--- config.mk ---
export PLATFORM = sky130hd
export DESIGN_NAME = sorted_timer_event_queue_unit
export DESIGN_NICKNAME = d
export VERILOG_FILES = /design/src/rtl/core/steq_pkg.sv /design/src/rtl/core/steq_ram.sv /design/src/rtl/core/steq_mul.sv /design/src/rtl/core/sorted_timer_event_queue_unit.sv
export SDC_FILE = /design/constraint.sdc
export NUM_CORES = 2
export LEC_CHECK = 0
export BUFFER_PORTS_ARGS = -buffer_cell sky130_fd_sc_hd__buf_2
export CAP_MARGIN = 20
export CORE_AREA = 5 5 480 482
export DETAILED_ROUTE_END_ITERATION = 6
export DIE_AREA = 0 0 485 487
export PLACE_DENSITY = 0.58
export SYNTH_ARGS = -nofsm -noshare
export SYNTH_HDL_FRONTEND = slang
export SYNTH_SLANG_ARGS = --single-unit
--- constraint.sdc ---
create_clock -name clk -period 9.7 [get_ports clk]
set_input_delay 2.425 -clock clk [delete_from_list [all_inputs] [get_ports clk]]
set_output_delay 2.425 -clock clk [all_outputs]
set_load 0.03 [all_outputs]
--- src/rtl/core/steq_pkg.sv ---
// Package: shared types and codes for the sorted timer event queue.
`timescale 1ns / 1ps
`default_nettype none
package steq_pkg;
	localparam logic [1:0] OP_ADD_TICKS = 2'd0;
	localparam logic [1:0] OP_ADD_SECS  = 2'd1;
	localparam logic [1:0] OP_EXPIRE    = 2'd2;

	localparam logic [1:0] ST_OK     = 2'd0;
	localparam logic [1:0] ST_NOHDL  = 2'd1;
	localparam logic [1:0] ST_FULL   = 2'd2;

	typedef struct packed {
		logic [1:0]  opcode;
		logic [63:0] now;
		logic [63:0] delay;
		logic [15:0] handle;
	} steq_in_t;

	typedef struct packed {
		logic [1:0]  status;
		logic        event_valid;
		logic [15:0] event_handle;
		logic [63:0] next_deadline;
		logic        program_timer;
		logic        last;
	} steq_out_t;
endpackage
`default_nettype wire

--- src/rtl/core/steq_ram.sv ---
// Generic single-port-write, single-port-read RAM with registered read.
`timescale 1ns / 1ps
`default_nettype none
module steq_ram #(
	parameter int WIDTH = 64,
	parameter int DEPTH = 16
) (
	input  wire                      clk,
	input  wire                      we,
	input  wire [$clog2(DEPTH)-1:0]  waddr,
	input  wire [WIDTH-1:0]          wdata,
	input  wire [$clog2(DEPTH)-1:0]  raddr,
	output logic [WIDTH-1:0]         rdata
);
	logic [WIDTH-1:0] mem [DEPTH];

	always_ff @(posedge clk) begin
		if (we) begin
			mem[waddr] <= wdata;
		end
		rdata <= mem[raddr];
	end
endmodule
`default_nettype wire

--- src/rtl/core/steq_mul.sv ---
// Sequential 64x32 multiplier, modulo 2^64, one 16-bit slice of a per cycle.
`timescale 1ns / 1ps
`default_nettype none
module steq_mul (
	input  wire         clk,
	input  wire         arst_n,
	input  wire         start,
	input  wire  [63:0] a,
	input  wire  [31:0] b,
	output logic        done,
	output logic [63:0] prod
);
	logic [63:0] a_q;
	logic [31:0] b_q;
	logic [1:0]  cnt_q;
	logic        busy_q;
	logic [47:0] part;

	// 16x32 slice product; a shifts down one slice per cycle
	assign part = a_q[15:0] * b_q;

	always_ff @(posedge clk or negedge arst_n) begin
		if (!arst_n) begin
			busy_q <= 1'b0;
			cnt_q  <= '0;
			done   <= 1'b0;
		end else begin
			done <= busy_q && (cnt_q == 2'd3);
			if (start) begin
				busy_q <= 1'b1;
				cnt_q  <= '0;
			end else if (busy_q) begin
				cnt_q <= cnt_q + 2'd1;
				if (cnt_q == 2'd3) begin
					busy_q <= 1'b0;
				end
			end
		end
	end

	// slice k lands at bit 16*k; bits above 63 drop out
	always_ff @(posedge clk) begin
		if (start) begin
			a_q  <= a;
			b_q  <= b;
			prod <= '0;
		end else if (busy_q) begin
			prod <= prod + ({16'd0, part} << {cnt_q, 4'd0});
			a_q  <= {16'd0, a_q[63:16]};
		end
	end
endmodule
`default_nettype wire

--- src/rtl/core/sorted_timer_event_queue_unit.sv ---
// Top level: sorted timer event queue with memory-backed table and sequencer.
//
// Channels: input beats (in_valid/in_stall, struct in_data) carry opcode, now,
// delay and handle; result beats (out_valid/out_stall, struct out_data) carry
// status, event flag, handle, next deadline, program flag and last. The
// config channel (cfg_valid/cfg_ready, cfg_data) writes timebase_hz; it is
// always ready. The user must write it only while the block is idle; no check.
// One item is worked at a time. An add reads the head, then scans from the
// tail, moving each later entry up one slot, and reads the head again for
// its result; a seconds add runs the multiply first. An expire compares
// entries from the head, one beat per due event, until one is not due;
// when anything expired it copies the remaining entries down, then it
// updates the count, reads the head and sends the closing beat. A dropped or
// ignored add and the unused opcode go straight to head read and result.
// Each result is registered in the output register; the next input beat is
// taken once the last beat has left. The one RAM read port sets the pace.
// Reset clears the entry count, the sequencer and the output register;
// table contents are left as they are. A stalled result holds in the output
// register and the sequencer waits on it; input stays stalled meanwhile.
`timescale 1ns / 1ps
`default_nettype none
module sorted_timer_event_queue_unit #(
	parameter int DEPTH       = 16,
	parameter int HANDLE_BITS = 16
) (
	input  wire                  clk,
	input  wire                  arst_n,
	input  wire                  in_valid,
	output logic                 in_stall,
	input  steq_pkg::steq_in_t   in_data,
	output logic                 out_valid,
	input  wire                  out_stall,
	output steq_pkg::steq_out_t  out_data,
	input  wire                  cfg_valid,
	output logic                 cfg_ready,
	input  wire  [31:0]          cfg_data
);
	import steq_pkg::*;

	localparam int AW = $clog2(DEPTH);
	localparam int CW = $clog2(DEPTH + 1);
	localparam int HW = (HANDLE_BITS < 16) ? HANDLE_BITS : 16;

	localparam logic [3:0] S_IDLE  = 4'd0;
	localparam logic [3:0] S_MUL   = 4'd1;
	localparam logic [3:0] S_HEAD  = 4'd2;
	localparam logic [3:0] S_HEADW = 4'd3;
	localparam logic [3:0] S_SRD   = 4'd4;
	localparam logic [3:0] S_SCMP  = 4'd5;
	localparam logic [3:0] S_ERD   = 4'd6;
	localparam logic [3:0] S_ECMP  = 4'd7;
	localparam logic [3:0] S_CRD   = 4'd8;
	localparam logic [3:0] S_CWR   = 4'd9;
	localparam logic [3:0] S_EMIT  = 4'd10;
	localparam logic [3:0] S_HRD   = 4'd11;
	localparam logic [3:0] S_HWT   = 4'd12;

	logic [3:0]    state_q;
	logic [31:0]   tb_q;
	logic [CW-1:0] count_q;
	logic [CW-1:0] idx_q;
	logic [CW-1:0] due_q;
	logic [1:0]    op_q;
	logic [63:0]   now_q;
	logic [63:0]   exp_q;
	logic [15:0]   hdl_q;
	logic [1:0]    status_q;
	logic          newhead_q;

	// table memory
	logic          we;
	logic [AW-1:0] waddr, raddr;
	logic [63:0]   wtime, rtime;
	logic [15:0]   whdl, rhdl;

	steq_ram #(.WIDTH(64), .DEPTH(DEPTH)) u_time (
		.clk(clk), .we(we), .waddr(waddr), .wdata(wtime), .raddr(raddr), .rdata(rtime));
	steq_ram #(.WIDTH(16), .DEPTH(DEPTH)) u_hdl (
		.clk(clk), .we(we), .waddr(waddr), .wdata(whdl), .raddr(raddr), .rdata(rhdl));

	logic        mul_start, mul_done;
	logic [63:0] mul_prod;
	steq_mul u_mul (.clk(clk), .arst_n(arst_n), .start(mul_start), .a(in_data.delay),
		.b(tb_q), .done(mul_done), .prod(mul_prod));

	logic        in_acc;
	logic        out_free;
	logic [15:0] hin;
	logic        due_hit;
	logic        emit;
	steq_out_t   emit_data;

	assign cfg_ready = 1'b1;
	assign in_stall  = (state_q != S_IDLE) || out_valid;
	assign in_acc    = in_valid && !in_stall;
	assign out_free  = !out_valid || !out_stall;
	assign hin       = {{(16 - HW){1'b0}}, in_data.handle[HW-1:0]};
	assign mul_start = in_acc && (in_data.opcode == OP_ADD_SECS) && (hin != '0)
		&& (count_q < CW'(DEPTH));
	// entry at the scan point is due; never true past the last entry
	assign due_hit   = (due_q < count_q) && (rtime <= now_q);

	always_ff @(posedge clk or negedge arst_n) begin
		if (!arst_n) begin
			tb_q <= 32'hFFFF_FFFF;
		end else if (cfg_valid && cfg_ready) begin
			tb_q <= cfg_data;
		end
	end

	// combinational write/read control
	always_comb begin
		we    = 1'b0;
		waddr = AW'(idx_q);
		wtime = rtime;
		whdl  = rhdl;
		raddr = AW'(idx_q);
		unique case (state_q)
			S_HEAD: raddr = '0;
			S_HRD:  raddr = '0;
			S_HWT:  raddr = '0;
			S_SRD:  raddr = AW'(idx_q - CW'(1));
			S_SCMP: begin
				// rtime is entry idx-1: move it up, or drop the new one in here
				we = 1'b1;
				if (idx_q == '0 || rtime <= exp_q) begin
					wtime = exp_q;
					whdl  = hdl_q;
				end
			end
			S_CWR: begin
				we    = 1'b1;
				waddr = AW'(idx_q - due_q);
			end
			default: ;
		endcase
	end

	// result beat built from the current state
	always_comb begin
		emit      = 1'b0;
		emit_data = '0;
		if (state_q == S_ECMP && due_hit) begin
			emit                   = out_free;
			emit_data.status       = ST_OK;
			emit_data.event_valid  = 1'b1;
			emit_data.event_handle = rhdl;
		end else if (state_q == S_HWT) begin
			emit                    = out_free;
			emit_data.status        = status_q;
			emit_data.next_deadline = (count_q == '0) ? 64'd0 : rtime;
			emit_data.last          = 1'b1;
			if (op_q == OP_EXPIRE) begin
				emit_data.program_timer = (count_q != '0);
			end else if (status_q == ST_OK) begin
				emit_data.program_timer = newhead_q;
			end
		end
	end

	always_ff @(posedge clk or negedge arst_n) begin
		if (!arst_n) begin
			out_valid <= 1'b0;
			out_data  <= '0;
		end else if (emit) begin
			out_valid <= 1'b1;
			out_data  <= emit_data;
		end else if (!out_stall) begin
			out_valid <= 1'b0;
		end
	end

	always_ff @(posedge clk or negedge arst_n) begin
		if (!arst_n) begin
			state_q   <= S_IDLE;
			count_q   <= '0;
			idx_q     <= '0;
			due_q     <= '0;
			exp_q     <= '0;
			status_q  <= ST_OK;
			newhead_q <= 1'b0;
		end else begin
			unique case (state_q)
				S_IDLE: begin
					if (in_acc) begin
						idx_q     <= '0;
						due_q     <= '0;
						status_q  <= ST_OK;
						newhead_q <= 1'b0;
						if (in_data.opcode == OP_EXPIRE) begin
							state_q <= S_ERD;
						end else if (in_data.opcode == OP_ADD_TICKS
							|| in_data.opcode == OP_ADD_SECS) begin
							if (hin == '0) begin
								status_q <= ST_NOHDL;
								state_q  <= S_HRD;
							end else if (count_q >= CW'(DEPTH)) begin
								status_q <= ST_FULL;
								state_q  <= S_HRD;
							end else if (in_data.opcode == OP_ADD_SECS) begin
								state_q <= S_MUL;
							end else begin
								exp_q   <= in_data.now + in_data.delay;
								state_q <= S_HEAD;
							end
						end else begin
							state_q <= S_HRD;
						end
					end
				end
				S_MUL: begin
					if (mul_done) begin
						exp_q   <= now_q + mul_prod;
						state_q <= S_HEAD;
					end
				end
				S_HEAD: state_q <= S_HEADW;
				S_HEADW: begin
					newhead_q <= (count_q == '0) || (exp_q < rtime);
					idx_q     <= count_q;
					state_q   <= (count_q == '0) ? S_SCMP : S_SRD;
				end
				S_SRD: state_q <= S_SCMP;
				S_SCMP: begin
					// ties stay ahead of the new entry
					if (idx_q == '0 || rtime <= exp_q) begin
						count_q <= count_q + CW'(1);
						state_q <= S_HRD;
					end else begin
						idx_q   <= idx_q - CW'(1);
						state_q <= (idx_q == CW'(1)) ? S_SCMP : S_SRD;
					end
				end
				S_ERD: state_q <= S_ECMP;
				S_ECMP: begin
					if (due_hit) begin
						if (out_free) begin
							due_q   <= due_q + CW'(1);
							idx_q   <= idx_q + CW'(1);
							state_q <= S_ERD;
						end
					end else begin
						state_q <= (due_q != '0 && idx_q < count_q) ? S_CRD : S_EMIT;
					end
				end
				S_CRD: state_q <= S_CWR;
				S_CWR: begin
					idx_q   <= idx_q + CW'(1);
					state_q <= (idx_q + CW'(1) < count_q) ? S_CRD : S_EMIT;
				end
				S_EMIT: begin
					count_q <= count_q - due_q;
					state_q <= S_HRD;
				end
				S_HRD: state_q <= S_HWT;
				S_HWT: begin
					if (out_free) begin
						state_q <= S_IDLE;
					end
				end
				default: state_q <= S_IDLE;
			endcase
		end
	end

	// item capture
	always_ff @(posedge clk) begin
		if (in_acc) begin
			op_q  <= in_data.opcode;
			now_q <= in_data.now;
			hdl_q <= hin;
		end
	end

	// the input side must be stalled whenever a result waits
	assert property (@(posedge clk) disable iff (!arst_n) out_valid |-> in_stall)
		else $error("input accepted while result pending");
	assert property (@(posedge clk) disable iff (!arst_n) count_q <= CW'(DEPTH))
		else $error("entry count above depth");
	assert property (@(posedge clk) disable iff (!arst_n)
		(out_valid && out_stall) |=> out_valid && $stable(out_data))
		else $error("stalled result changed");
endmodule
`default_nettype wire
==> flow_summary.json <==
{
  "global_route_wire_length_before_repair_um": 468000,
  "period_minus_slack_ns": 9.32,
  "result_of_the_run": "finished clean",
  "post_drt_via_cell_ratio": 5.75,
  "setup_total_neg_slack_ns": 0,
  "final_layout_size_suffix_gt1_share_pct": 10.7,
  "post-synth-top-area-cell": "sky130_fd_sc_hd__edfxtp_1",
  "report.final.hold_viol_count": 0,
  "drc_errors": 0,
  "yosys.area.top_type_share_pct": 43.3,
  "end_kind": "flop",
  "globalplace.congestion": 1.04,
  "htreeDepth": 4,
  "number_of_global_route_vias_before_repair": 71700,
  "clock-sinks": 1810,
  "syn_area_um2": 101000,
  "hold_class": "flop to flop",
  "cts_inserted_buffers": 197,
  "synth-seq-cells": 1810,
  "synth_top_cells_by_count": "sky130_fd_sc_hd__edfxtp_1, sky130_fd_sc_hd__nand2_1, sky130_fd_sc_hd__inv_1",
  "die_area_um2": 236000,
  "die_h_um": 487,
  "dominantRegCellSynth": "sky130_fd_sc_hd__edfxtp_1",
  "avgRoutedWirePerCell_um": 25.2,
  "finalWirelength_um": 317000,
  "nNetsFinal": 10400,
  "core_area_um2": 226000,
  "syn_inst": 9142,
  "critical_path.most_common_cell": "sky130_fd_sc_hd__fa_1",
  "worstSkewPairLatency_ns": 0.88,
  "final.period_utilization_pct": 96.1,
  "clock_tree.root_cell": "sky130_fd_sc_hd__clkbuf_16",
  "clockBufferDepth": 3,
  "number_of_different_library_cells_in_the_post_synthesis_netlist": 93,
  "chipWidth_um": 485,
  "io_buffer_count": 269,
  "fin_cells": 12600,
  "hold_buffers": 0,
  "syn_avg_cell_area_um2": 11.0,
  "ant_nets": 0,
  "timing.final.ws_setup_ns": 0.380,
  "n_fill_cell": 20100,
  "cell_types_with_the_largest_area_share_after_synthesis": "sky130_fd_sc_hd__edfxtp_1, sky130_fd_sc_hd__fa_1, sky130_fd_sc_hd__ha_1, sky130_fd_sc_hd__nand2_1, sky130_fd_sc_hd__dfrtp_1",
  "post_synth_edffs": 1458,
  "synth-async-reset-ratio_pct": 11.5,
  "timing.critical_path.arrival_ns": 10.00,
  "yosysSeqAreaShare_pct": 51.4,
  "critical_path.slowest_cell": "sky130_fd_sc_hd__edfxtp_1",
  "maxCapViolCount": 0,
  "synthToLayoutAreaGrowth_pct": 12.5,
  "critical_path_peak_fanout": 7,
  "tritoncts_clock_tree": "done",
  "grt.total_usage_pct": 26.2,
  "ioPinCount": 271,
  "final-max-slew-violation-count": 0,
  "detailedRoute.firstIterationViolations": 5651,
  "drt_first_pass_iters": 7,
  "critical_path.startpoint_type": "flop",
  "cp_data_required_time_ns": 10.38,
  "synth_most_common_cell": "sky130_fd_sc_hd__edfxtp_1",
  "detailroute.via_count": 72300,
  "fin_skew_ns": 0.0968,
  "clk_pin_slew_worst_paths_ns": 0.06,
  "slew_headroom_pct": 21.9,
  "critical_path.max_stage_delay_ns": 0.52,
  "grt_start_max_net_pins": 198,
  "std_cell_rows": 175,
  "fin_worst_hold_slack_ns": 0.479,
  "antenna_violations_before_repair": 30,
  "place.detailed.instances": 12100,
  "finalSetupViolations": 0,
  "dpl_worst_slack_ns": -0.278,
  "syn-num-nets": 10200,
  "maxClockFrequency_ghz": 0.107,
  "total_grt_overflow": 0,
  "yosys_warnings": 0,
  "detailed_placer_s_ending_hpwl_um": 213000,
  "worst_pin_slew_ns": 1.17,
  "worst-setup-path-type": "flop to flop",
  "floorplan.initialDensity_pct": 44.7
}
layout by cell type, fill, tap and decap left out, types with 223 or more instances in the layout:
| cell | synthesis | final |
|---|---|---|
| sky130_fd_sc_hd__and2_1 | 550 | 551 |
| sky130_fd_sc_hd__nor2_1 | 308 | 289 |
| sky130_fd_sc_hd__a21o_1 | 224 | 223 |
| sky130_fd_sc_hd__a211oi_1 | 454 | 453 |
| sky130_fd_sc_hd__ha_1 | 463 | 459 |
| sky130_fd_sc_hd__a21oi_1 | 522 | 517 |
| sky130_fd_sc_hd__o21ai_0 | 296 | 291 |
| sky130_fd_sc_hd__inv_1 | 673 | 672 |
| sky130_fd_sc_hd__nand2_1 | 1439 | 1437 |
| sky130_fd_sc_hd__buf_4 | 1 | 261 |
| sky130_fd_sc_hd__fa_1 | 423 | 423 |
| sky130_fd_sc_hd__edfxtp_1 | 1458 | 1458 |
| sky130_fd_sc_hd__buf_2 | 4 | 269 |
worst max-delay path: cells and delay by family (launching register included):
family	cells	cell delay [ns]
AOI/OAI and AO/OA	8	1.95
xor gates and xnor gates	2	0.61
adders and majority gates	8	3.56
buffers and inverters	8	0.94
DFF	1	0.52
muxes	2	0.47
and+or+nand+nor	10	1.13
per-layer routing:
layer	wire length [µm]	track usage, %	vias up	share of wire [%]
met5	0	0	-	0
met3	15300	3.02	640	4.8
li1	-	-	33100	-
met4	18400	13.4	0	5.8
met2	153000	44.0	2249	48
met1	130000	33.6	36300	41
stage by stage:
step	util, %	area, µm²
4_1_cts	50.1	113000
3_3_place_gp	47.1	106000
5_1_grt	50.3	114000
2_1_floorplan	-	101000
3_5_place_dp	47.1	106000
6_report	50.3	114000
repair_timing:
action,in CTS,in global routing
gates resized for setup,2,34
setup buffers,14,42
pin swaps,0,9
endpoints found under the setup margin,12,18
cell families (layout without fill, tap and decap cells):
logic type                 Yosys count  in the layout  share of synthesized area (%)
muxes                               93             93                          0.967
DFF                               1810           1810                           51.4
xor gates and xnor gates           223            223                           1.93
other                                1             15                        0.00371
adders and majority gates          886            886                           14.1
and+or+nand+nor                   2707           2707                           12.3
buffers and inverters             1206           1603                           4.54
AOI/OAI and AO/OA                 2216           2216                           14.7
final timing paths:
path,startpoint,endpoint,slack [ns],cells after the start
setup / recovery,u_mul.b_q[6],u_mul.prod[63],0.38,38
hold / removal,u_hdl.rdata[0],out_data[66],0.48,2
setup reg to reg,u_mul.b_q[6],u_mul.prod[63],0.38,38
hold reg to reg,u_hdl.rdata[0],out_data[66],0.48,2
max in group asynchronous,arst_n,out_data[45],6.75,2
min in group asynchronous,arst_n,out_data[15],1.59,1
layout make-up:
type                    count  area [µm²]  area share [%]
diodes                     14        35.0          0.0308
clock inverters            99        1220            1.08
repair buffers            558        3830            3.37
inverters                 674        2540            2.23
multi-input cells        6126       44900            39.5
flip-flops and latches   1810       51900            45.7
well taps                3009        3760            3.31
clock buffers             272        5480            4.82
sequential cells by signal, summed over array words and instances, names as in the netlist, 2 cells and up:
name	count
count_q	5
out_data	85
idx_q	5
due_q	5
hdl_q	16
status_q	2
state_q	4
now_q	64
exp_q	64
u_mul.a_q	64
u_mul.prod	64
u_hdl.mem	256
u_mul.cnt_q	2
tb_q	32
op_q	2
u_time.mem	1024
u_mul.b_q	32
u_hdl.rdata	16
u_time.rdata	64
Power is left out: the tool's default activity adds up to more than one toggle a clock period on the data nets, which glitch-free logic cannot reach.
